**src/rtl/potb_pkg.sv**
```systemverilog
// Shared types and operation codes for the periodic / one-shot task timer bank.
// No dependencies; imported by the top level.
`timescale 1ns / 1ps

package potb_pkg;

    // operation code carried by each input item
    typedef logic [2:0] t_func;

    localparam t_func FN_TICK     = 3'd0;
    localparam t_func FN_ARM      = 3'd1;
    localparam t_func FN_JOIN     = 3'd2;
    localparam t_func FN_DROP     = 3'd3;
    localparam t_func FN_SET_CD   = 3'd4;
    localparam t_func FN_SET_PER  = 3'd5;
    localparam t_func FN_DISPATCH = 3'd6;
    localparam t_func FN_QUERY    = 3'd7;

    // fixed field widths of the item ports
    localparam int SLOT_W  = 4;
    localparam int VALUE_W = 16;
    localparam int JCNT_W  = 5;

    // most results one dispatch may report
    localparam int MAX_OUT = 16;
    localparam int RES_W   = 5;

    typedef logic [SLOT_W-1:0]  t_slot;
    typedef logic [VALUE_W-1:0] t_value;
    typedef logic [JCNT_W-1:0]  t_jcnt;
    typedef logic [RES_W-1:0]   t_rescnt;

endpackage

```
**src/rtl/potb_ram.sv**
```systemverilog
// Generic simple dual-port RAM: one write port, one read port, registered read.
// No dependencies.
`timescale 1ns / 1ps

module potb_ram #(
    parameter int WIDTH = 16,
    parameter int DEPTH = 16
) (
    input  logic                                      i_clk,
    input  logic                                      i_we,
    input  logic [((DEPTH > 1) ? $clog2(DEPTH) : 1)-1:0] i_waddr,
    input  logic [WIDTH-1:0]                          i_wdata,
    input  logic [((DEPTH > 1) ? $clog2(DEPTH) : 1)-1:0] i_raddr,
    output logic [WIDTH-1:0]                          o_rdata
);

    logic [WIDTH-1:0] r_mem [DEPTH];
    logic [WIDTH-1:0] r_rdata;

    // write port
    always_ff @(posedge i_clk) begin
        if (i_we) begin
            r_mem[i_waddr] <= i_wdata;
        end
    end

    // registered read port
    always_ff @(posedge i_clk) begin
        r_rdata <= r_mem[i_raddr];
    end

    assign o_rdata = r_rdata;

endmodule

```
**src/rtl/periodic_oneshot_task_timer_bank_core.sv**
```systemverilog
// Periodic / one-shot task timer bank: countdown and period memories plus slot marks.
// Depends on potb_pkg and potb_ram.
// Arm, join, drop and set finish when accepted; a query reads in ST_QRD and answers
// from ST_QOUT when the output can take it; a tick counts down joined, nonzero slots.
// Dispatch scans one slot mark per cycle unless the output stalls, up to MAX_OUT results.
// One item at a time; the next item is accepted once the current one is finished.
// Reset (synchronous, active low) clears the marks, the count and the per-entry valid
// bits at once; entries never written read as zero, so no clearing pass is needed.
`timescale 1ns / 1ps

module periodic_oneshot_task_timer_bank_core #(
    parameter int NUM_SLOTS   = 16,
    parameter int COUNT_WIDTH = 16
) (
    input  logic             i_clk,
    input  logic             i_rst_n,
    input  logic             i_in_valid,
    output logic             o_in_ready,
    input  potb_pkg::t_func  i_func,
    input  potb_pkg::t_slot  i_slot,
    input  potb_pkg::t_value i_value,
    input  logic             i_one_shot,
    output logic             o_out_valid,
    input  logic             i_out_ready,
    output potb_pkg::t_slot  o_ready_slot,
    output logic             o_found,
    output logic             o_last,
    output potb_pkg::t_value o_countdown,
    output potb_pkg::t_value o_period,
    output logic             o_joined,
    output potb_pkg::t_jcnt  o_joined_count
);

    import potb_pkg::*;

    localparam int SW = (NUM_SLOTS > 1) ? $clog2(NUM_SLOTS) : 1;
    localparam int CW = $clog2(NUM_SLOTS + 1);

    localparam logic [2:0] ST_IDLE  = 3'd0;
    localparam logic [2:0] ST_TICK  = 3'd1;
    localparam logic [2:0] ST_DISP  = 3'd2;
    localparam logic [2:0] ST_FLUSH = 3'd3;
    localparam logic [2:0] ST_QRD   = 3'd4;
    localparam logic [2:0] ST_QOUT  = 3'd5;

    // control state
    logic [2:0]           r_state, n_state;
    logic [CW-1:0]        r_idx, n_idx;
    logic                 r_rv, n_rv;
    logic [SW-1:0]        r_ridx, n_ridx;
    t_slot                r_slot, n_slot;
    logic                 r_held, n_held;
    t_slot                r_held_slot, n_held_slot;
    t_jcnt                r_held_cnt, n_held_cnt;
    t_rescnt              r_nres, n_nres;
    logic [NUM_SLOTS-1:0] r_pend, n_pend;
    logic [NUM_SLOTS-1:0] r_once, n_once;
    logic [NUM_SLOTS-1:0] r_join, n_join;
    logic [CW-1:0]        r_count, n_count;
    logic [NUM_SLOTS-1:0] r_cd_vld, n_cd_vld;
    logic [NUM_SLOTS-1:0] r_per_vld, n_per_vld;

    // output register
    logic   r_out_vld, n_out_vld;
    t_slot  r_out_slot, n_out_slot;
    logic   r_out_found, n_out_found;
    logic   r_out_last, n_out_last;
    t_value r_out_cd, n_out_cd;
    t_value r_out_per, n_out_per;
    logic   r_out_join, n_out_join;
    t_jcnt  r_out_cnt, n_out_cnt;

    // memory ports
    logic                   cd_we, per_we;
    logic [SW-1:0]          wr_addr, rd_addr;
    logic [COUNT_WIDTH-1:0] cd_wdata, per_wdata;
    logic [COUNT_WIDTH-1:0] cd_rdata, per_rdata;

    // helpers
    logic                   can_push;
    logic                   in_ok, q_ok;
    logic [SW-1:0]          in_addr, q_addr, d_addr;
    logic [COUNT_WIDTH-1:0] in_val, cd_cur, per_cur, cd_dec;
    logic [CW-1:0]          cnt_after;

    potb_ram #(.WIDTH(COUNT_WIDTH), .DEPTH(NUM_SLOTS)) u_cd_ram (
        .i_clk   (i_clk),
        .i_we    (cd_we),
        .i_waddr (wr_addr),
        .i_wdata (cd_wdata),
        .i_raddr (rd_addr),
        .o_rdata (cd_rdata)
    );

    potb_ram #(.WIDTH(COUNT_WIDTH), .DEPTH(NUM_SLOTS)) u_per_ram (
        .i_clk   (i_clk),
        .i_we    (per_we),
        .i_waddr (wr_addr),
        .i_wdata (per_wdata),
        .i_raddr (rd_addr),
        .o_rdata (per_rdata)
    );

    assign o_in_ready = (r_state == ST_IDLE);
    assign can_push   = !r_out_vld || i_out_ready;

    assign in_ok   = (int'(i_slot) < NUM_SLOTS);
    assign q_ok    = (int'(r_slot) < NUM_SLOTS);
    assign in_addr = SW'(i_slot);
    assign q_addr  = SW'(r_slot);
    assign d_addr  = r_idx[SW-1:0];
    assign in_val  = COUNT_WIDTH'(i_value);

    // read address: slot sweep during tick, addressed slot otherwise
    assign rd_addr = (r_state == ST_TICK) ? d_addr : q_addr;

    // read data, with never-written entries reading as zero
    assign cd_cur  = r_cd_vld[r_ridx] ? cd_rdata : '0;
    assign per_cur = r_per_vld[r_ridx] ? per_rdata : '0;
    assign cd_dec  = cd_cur - COUNT_WIDTH'(1);

    // sequencer and slot update
    always_comb begin
        n_state     = r_state;
        n_idx       = r_idx;
        n_rv        = 1'b0;
        n_ridx      = r_ridx;
        n_slot      = r_slot;
        n_held      = r_held;
        n_held_slot = r_held_slot;
        n_held_cnt  = r_held_cnt;
        n_nres      = r_nres;
        n_pend      = r_pend;
        n_once      = r_once;
        n_join      = r_join;
        n_count     = r_count;
        n_cd_vld    = r_cd_vld;
        n_per_vld   = r_per_vld;
        cnt_after   = r_count;

        n_out_vld   = r_out_vld && !i_out_ready;
        n_out_slot  = r_out_slot;
        n_out_found = r_out_found;
        n_out_last  = r_out_last;
        n_out_cd    = r_out_cd;
        n_out_per   = r_out_per;
        n_out_join  = r_out_join;
        n_out_cnt   = r_out_cnt;

        cd_we     = 1'b0;
        per_we    = 1'b0;
        wr_addr   = in_addr;
        cd_wdata  = in_val;
        per_wdata = in_val;

        unique case (r_state)
            ST_IDLE: begin
                if (i_in_valid) begin
                    unique case (i_func)
                        FN_TICK: begin
                            n_idx   = '0;
                            n_state = ST_TICK;
                        end
                        FN_ARM: begin
                            if (in_ok) begin
                                cd_we              = 1'b1;
                                per_we             = 1'b1;
                                n_cd_vld[in_addr]  = 1'b1;
                                n_per_vld[in_addr] = 1'b1;
                                n_once[in_addr]    = i_one_shot;
                                n_pend[in_addr]    = 1'b0;
                            end
                        end
                        FN_JOIN: begin
                            if (in_ok && !r_join[in_addr]) begin
                                n_join[in_addr] = 1'b1;
                                n_count         = r_count + CW'(1);
                            end
                        end
                        FN_DROP: begin
                            if (in_ok && r_join[in_addr]) begin
                                n_join[in_addr] = 1'b0;
                                n_count         = r_count - CW'(1);
                            end
                        end
                        FN_SET_CD: begin
                            if (in_ok) begin
                                cd_we             = 1'b1;
                                n_cd_vld[in_addr] = 1'b1;
                            end
                        end
                        FN_SET_PER: begin
                            if (in_ok) begin
                                per_we             = 1'b1;
                                n_per_vld[in_addr] = 1'b1;
                            end
                        end
                        FN_DISPATCH: begin
                            n_idx   = '0;
                            n_held  = 1'b0;
                            n_nres  = '0;
                            n_state = ST_DISP;
                        end
                        FN_QUERY: begin
                            n_slot  = i_slot;
                            n_state = ST_QRD;
                        end
                    endcase
                end
            end

            ST_TICK: begin
                // issue the read of the next slot
                if (r_idx != CW'(NUM_SLOTS)) begin
                    n_rv   = 1'b1;
                    n_ridx = d_addr;
                    n_idx  = r_idx + CW'(1);
                end else if (!r_rv) begin
                    n_state = ST_IDLE;
                end
                // count down the slot read in the previous cycle
                if (r_rv && r_join[r_ridx] && (cd_cur != '0)) begin
                    cd_we            = 1'b1;
                    wr_addr          = r_ridx;
                    n_cd_vld[r_ridx] = 1'b1;
                    if (cd_dec == '0) begin
                        n_pend[r_ridx] = 1'b1;
                        cd_wdata       = per_cur;
                    end else begin
                        cd_wdata       = cd_dec;
                    end
                end
            end

            ST_DISP: begin
                if (r_idx == CW'(NUM_SLOTS)) begin
                    n_state = ST_FLUSH;
                end else if (r_join[d_addr] && r_pend[d_addr]) begin
                    if (!r_held || can_push) begin
                        // the earlier held item is not the last one
                        if (r_held) begin
                            n_out_vld   = 1'b1;
                            n_out_slot  = r_held_slot;
                            n_out_found = 1'b1;
                            n_out_last  = 1'b0;
                            n_out_cd    = '0;
                            n_out_per   = '0;
                            n_out_join  = 1'b0;
                            n_out_cnt   = r_held_cnt;
                        end
                        if (r_once[d_addr]) begin
                            cnt_after      = r_count - CW'(1);
                            n_join[d_addr] = 1'b0;
                        end
                        n_pend[d_addr] = 1'b0;
                        n_count        = cnt_after;
                        n_held         = 1'b1;
                        n_held_slot    = SLOT_W'(d_addr);
                        n_held_cnt     = JCNT_W'(cnt_after);
                        n_nres         = r_nres + RES_W'(1);
                        if (r_nres + RES_W'(1) == RES_W'(MAX_OUT)) begin
                            n_state = ST_FLUSH;
                        end else begin
                            n_idx = r_idx + CW'(1);
                        end
                    end
                end else begin
                    n_idx = r_idx + CW'(1);
                end
            end

            ST_FLUSH: begin
                if (can_push) begin
                    n_out_vld  = 1'b1;
                    n_out_last = 1'b1;
                    n_out_cd   = '0;
                    n_out_per  = '0;
                    n_out_join = 1'b0;
                    if (r_held) begin
                        n_out_slot  = r_held_slot;
                        n_out_found = 1'b1;
                        n_out_cnt   = r_held_cnt;
                    end else begin
                        n_out_slot  = '0;
                        n_out_found = 1'b0;
                        n_out_cnt   = JCNT_W'(r_count);
                    end
                    n_state = ST_IDLE;
                end
            end

            ST_QRD: begin
                n_ridx  = q_addr;
                n_state = ST_QOUT;
            end

            ST_QOUT: begin
                n_ridx = r_ridx;
                if (can_push) begin
                    n_out_vld   = 1'b1;
                    n_out_slot  = r_slot;
                    n_out_found = 1'b0;
                    n_out_last  = 1'b1;
                    n_out_cnt   = JCNT_W'(r_count);
                    if (q_ok) begin
                        n_out_cd   = VALUE_W'(cd_cur);
                        n_out_per  = VALUE_W'(per_cur);
                        n_out_join = r_join[q_addr];
                    end else begin
                        n_out_cd   = '0;
                        n_out_per  = '0;
                        n_out_join = 1'b0;
                    end
                    n_state = ST_IDLE;
                end
            end

            default: begin
                n_state = ST_IDLE;
            end
        endcase
    end

    // control registers
    always_ff @(posedge i_clk) begin
        if (!i_rst_n) begin
            r_state   <= ST_IDLE;
            r_rv      <= 1'b0;
            r_held    <= 1'b0;
            r_pend    <= '0;
            r_once    <= '0;
            r_join    <= '0;
            r_count   <= '0;
            r_cd_vld  <= '0;
            r_per_vld <= '0;
            r_out_vld <= 1'b0;
        end else begin
            r_state   <= n_state;
            r_rv      <= n_rv;
            r_held    <= n_held;
            r_pend    <= n_pend;
            r_once    <= n_once;
            r_join    <= n_join;
            r_count   <= n_count;
            r_cd_vld  <= n_cd_vld;
            r_per_vld <= n_per_vld;
            r_out_vld <= n_out_vld;
        end
    end

    // payload and index registers
    always_ff @(posedge i_clk) begin
        r_idx       <= n_idx;
        r_ridx      <= n_ridx;
        r_slot      <= n_slot;
        r_held_slot <= n_held_slot;
        r_held_cnt  <= n_held_cnt;
        r_nres      <= n_nres;
        r_out_slot  <= n_out_slot;
        r_out_found <= n_out_found;
        r_out_last  <= n_out_last;
        r_out_cd    <= n_out_cd;
        r_out_per   <= n_out_per;
        r_out_join  <= n_out_join;
        r_out_cnt   <= n_out_cnt;
    end

    assign o_out_valid    = r_out_vld;
    assign o_ready_slot   = r_out_slot;
    assign o_found        = r_out_found;
    assign o_last         = r_out_last;
    assign o_countdown    = r_out_cd;
    assign o_period       = r_out_per;
    assign o_joined       = r_out_join;
    assign o_joined_count = r_out_cnt;

endmodule
```
**config.mk**
```make
export PLATFORM = sky130hd
export DESIGN_NAME = periodic_oneshot_task_timer_bank_core
export DESIGN_NICKNAME = d
export VERILOG_FILES = /design/src/rtl/potb_pkg.sv /design/src/rtl/potb_ram.sv /design/src/rtl/periodic_oneshot_task_timer_bank_core.sv
export SDC_FILE = /design/constraint.sdc
export NUM_CORES = 1
export LEC_CHECK = 0
export BUFFER_PORTS_ARGS = -buffer_cell sky130_fd_sc_hd__buf_2
export CAP_MARGIN = 20
export CORE_ASPECT_RATIO = 0.7
export CORE_MARGIN = 1.5
export CORE_UTILIZATION = 35
export CTS_CLUSTER_DIAMETER = 40
export DETAILED_ROUTE_END_ITERATION = 7
export SKIP_CTS_REPAIR_TIMING = 1
export SYNTH_ARGS = -nofsm -noshare
export SYNTH_HDL_FRONTEND = slang
export SYNTH_SLANG_ARGS = --single-unit
```
**constraint.sdc**
```tcl
create_clock -name i_clk -period 11.21 [get_ports i_clk]
set_input_delay 1.6815 -clock i_clk [delete_from_list [all_inputs] [get_ports i_clk]]
set_output_delay 1.6815 -clock i_clk [all_outputs]
set_load 0.01 [all_outputs]
```
==> metrics.txt <==
Worst-Skew Late Latency=0.66 ns; worst slew pin tran=1.12 ns; Area Overhead vs Synth=16.0%; Post-Synth Adder-Cell Area=0.468%; drt drc=0; Syn Inst Count=1911; CTS H-tree depth=3; Pwr Density=209 nW/µm²; First-pass DRT Iterations=5; Most used DFF post-synth=edfxtp_1; unrepaired setup endpoints after global routing=no; synth unique cells=77; Sw Pwr=2.09 mW; vias in the first global route=17.5k; Worst R2R Setup Slack=5.35 ns; Max VDD drop=186 µV; CP Max Fanout=32; die area=85700 µm²; combinational share of power=17.7%; Worst EP arrival=6.18 ns; WS Path Type=flip-flop to flip-flop; FFs w/ async S/R, synth=0%; relative slew slack=24.6%; Final HPWL DP=49100 µm; FMAX=0.171 GHz; # setup viols final=0; Worst Skew=0.0360 ns; first-pass GRT wire length=117000 µm; Worst path max stage delay=0.97 ns; Slew Viols, Final=0; CP startpoint kind=flip-flop; switching part of the total=29.4%; Seq pwr share=43.9%; Yosys Warn Count=0; CTS Buf Count=81; Initial Utilization=35.5%; most frequent cells in the layout=583 x edfxtp_1, 181 x nand2_1, 149 x mux4_2, 123 x dfxtp_1, 104 x nor2_1; pin count of the biggest net entering global routing=129; post-synthesis sequential area ratio=67.9%; internal power=5.03 mW; CTS clk-pin slew, worst paths=0.07 ns; drt via density=5.57; commonest non-fill, non-tap cell in the layout=edfxtp_1; CP required=11.52 ns; share of layout cells above drive strength 1=23.5%; Lkg Pwr=11.2 nW; core region area=82800 µm²; io pins=74; Synth Net Count=1950; # nets final=2037; Final ANT Viol Nets=0; DIE HEIGHT=245 µm; CTS sink count=706; compound-cell area share of the yosys netlist=6.46%; GPL Wtd Cong=0.925; Avg WL per Cell=24.9 µm; Max clock buf depth=3; total global routing overflow=0; Largest regs=u_cd_ram.r_mem: 256 flops, u_per_ram.r_mem: 256 flops; final worst path period share=52.3%; CP max-delay cell=edfxtp_1; minimum clock period after layout=5.86 ns; Clock Tree Root=clkbuf_16; Max-cap violations=0; XOR/XNOR Fraction of Synth Area=0.656%; status=finished clean; die width=349 µm; Cell Rows=88; Post-DP Area=31100 µm²; Setup crit end kind=flip-flop; worst hold path type=flip-flop to flip-flop; Netlist Area Pre-Place=29400 µm²; via count=17.8k; syn avg cell area=15.4 µm²; Cell Chain, Critical Path=mux4_2 -> a22oi_1 -> nand2_1 -> buf_4 -> nand2_1 -> ha_1 -> nor3b_1 -> xnor2_1 -> nor4_2 -> nand4_2 -> nor4_4 -> a21oi_1 -> a21oi_1; Synth Area in Simple Gates=9.45%; number of synthesized flops with an enable pin=583; clock power share=38.4%; final hold violation count=0; Hold WS=0.461 ns; initial drt markers=2129; mux contribution to synthesized area=12.8%; IO buf count=73; drt total wl=79600 µm; CTS tree=done; Yosys reg bits=706; setup TNS=0 ns; final instance area=34100 µm²; initial antenna violation count=6; GRT Util Overall=18.5%; main combinational cell family by area after synthesis=multiplexers
==> critical path, delay by kind of cell (launching register included) <==
kind            cells  cell delay [ns]
mux                 1             0.41
compound gates      3             1.33
buf+inv             1             0.26
flops               1             0.97
fa+ha+maj           1             0.44
xor+xnor            1             0.13
simple gates        6             1.98
==> through the flow <==
stage | setup WS [ns] | power [mW] | std cells | util [%]
2_1_floorplan | 5.76 | 4.00 | 1911 | -
3_3_place_gp | 5.48 | 4.42 | 3023 | 37.5
3_5_place_dp | 5.20 | 4.43 | 3024 | 37.5
4_1_cts | 5.18 | 7.15 | 3176 | 40.9
5_1_grt | 4.77 | 7.36 | 3193 | 41.2
6_report | 5.35 | 7.12 | 3197 | 41.2
==> routing by layer <==
| metal | share of wire [%] | track usage (%) |
|---|---|---|
| met5 | 0 | 0 |
| met4 | 2.4 | 5.12 |
| met3 | 11 | 4.80 |
| met2 | 42 | 26.2 |
| met1 | 45 | 27.8 |
==> worst paths after layout <==
kind,from,endpoint,cells past startpoint
setup reg to reg,r_ridx[1],u_cd_ram.r_mem[7][13],13
hold / removal,r_cd_vld[13],r_cd_vld[13],1
setup / recovery,r_ridx[1],u_cd_ram.r_mem[7][13],13
hold reg to reg,r_cd_vld[13],r_cd_vld[13],1
==> kinds of logic after synthesis <==
logic type,after synthesis
adders and majority gates,11
AOI/OAI and AO/OA,292
muxes,183
buffers and inverters,136
DFF,706
xor gates and xnor gates,22
and+or+nand+nor,561
==> power by group through the flow <==
stage	logic (mW)	clock network [mW]	registers (mW)
4_1_cts	1.25	2.77	3.13
5_1_grt	1.36	2.88	3.13
2_1_floorplan	0.941	0	3.06
6_report	1.26	2.73	3.13
3_3_place_gp	1.23	0	3.19
3_5_place_dp	1.24	0	3.19
==> synth_stat cells, types with 12 or more instances <==
cell	instances	area [µm²]
o21ai_0	26	130
and2_1	39	244
buf_2	33	165
and3_1	46	288
a21oi_1	82	410
dfxtp_1	123	2460
nor3_1	41	205
nor2_1	131	492
o21a_1	17	128
nand2_1	182	683
a211oi_1	39	293
mux2i_1	24	240
edfxtp_1	583	17500
buf_4	12	90.1
a31oi_1	58	363
clkbuf_1	63	236
nand2b_1	12	75.1
mux4_2	149	3360
o31ai_1	17	128
nor2b_1	16	100
inv_1	14	52.6
nand3_1	37	185
==> area by class of cell <==
type / instances / area [µm²]
flip-flops and latches: 706 / 20000
well taps: 1125 / 1410
diodes: 5 / 12.5
multi-input cells: 1069 / 8950
fillers: 7477 / 48700
repair buffers: 126 / 867
clock inverters: 55 / 639
clock buffers: 97 / 2190
inverters: 14 / 52.6
Power figures use the tool's default switching activity.
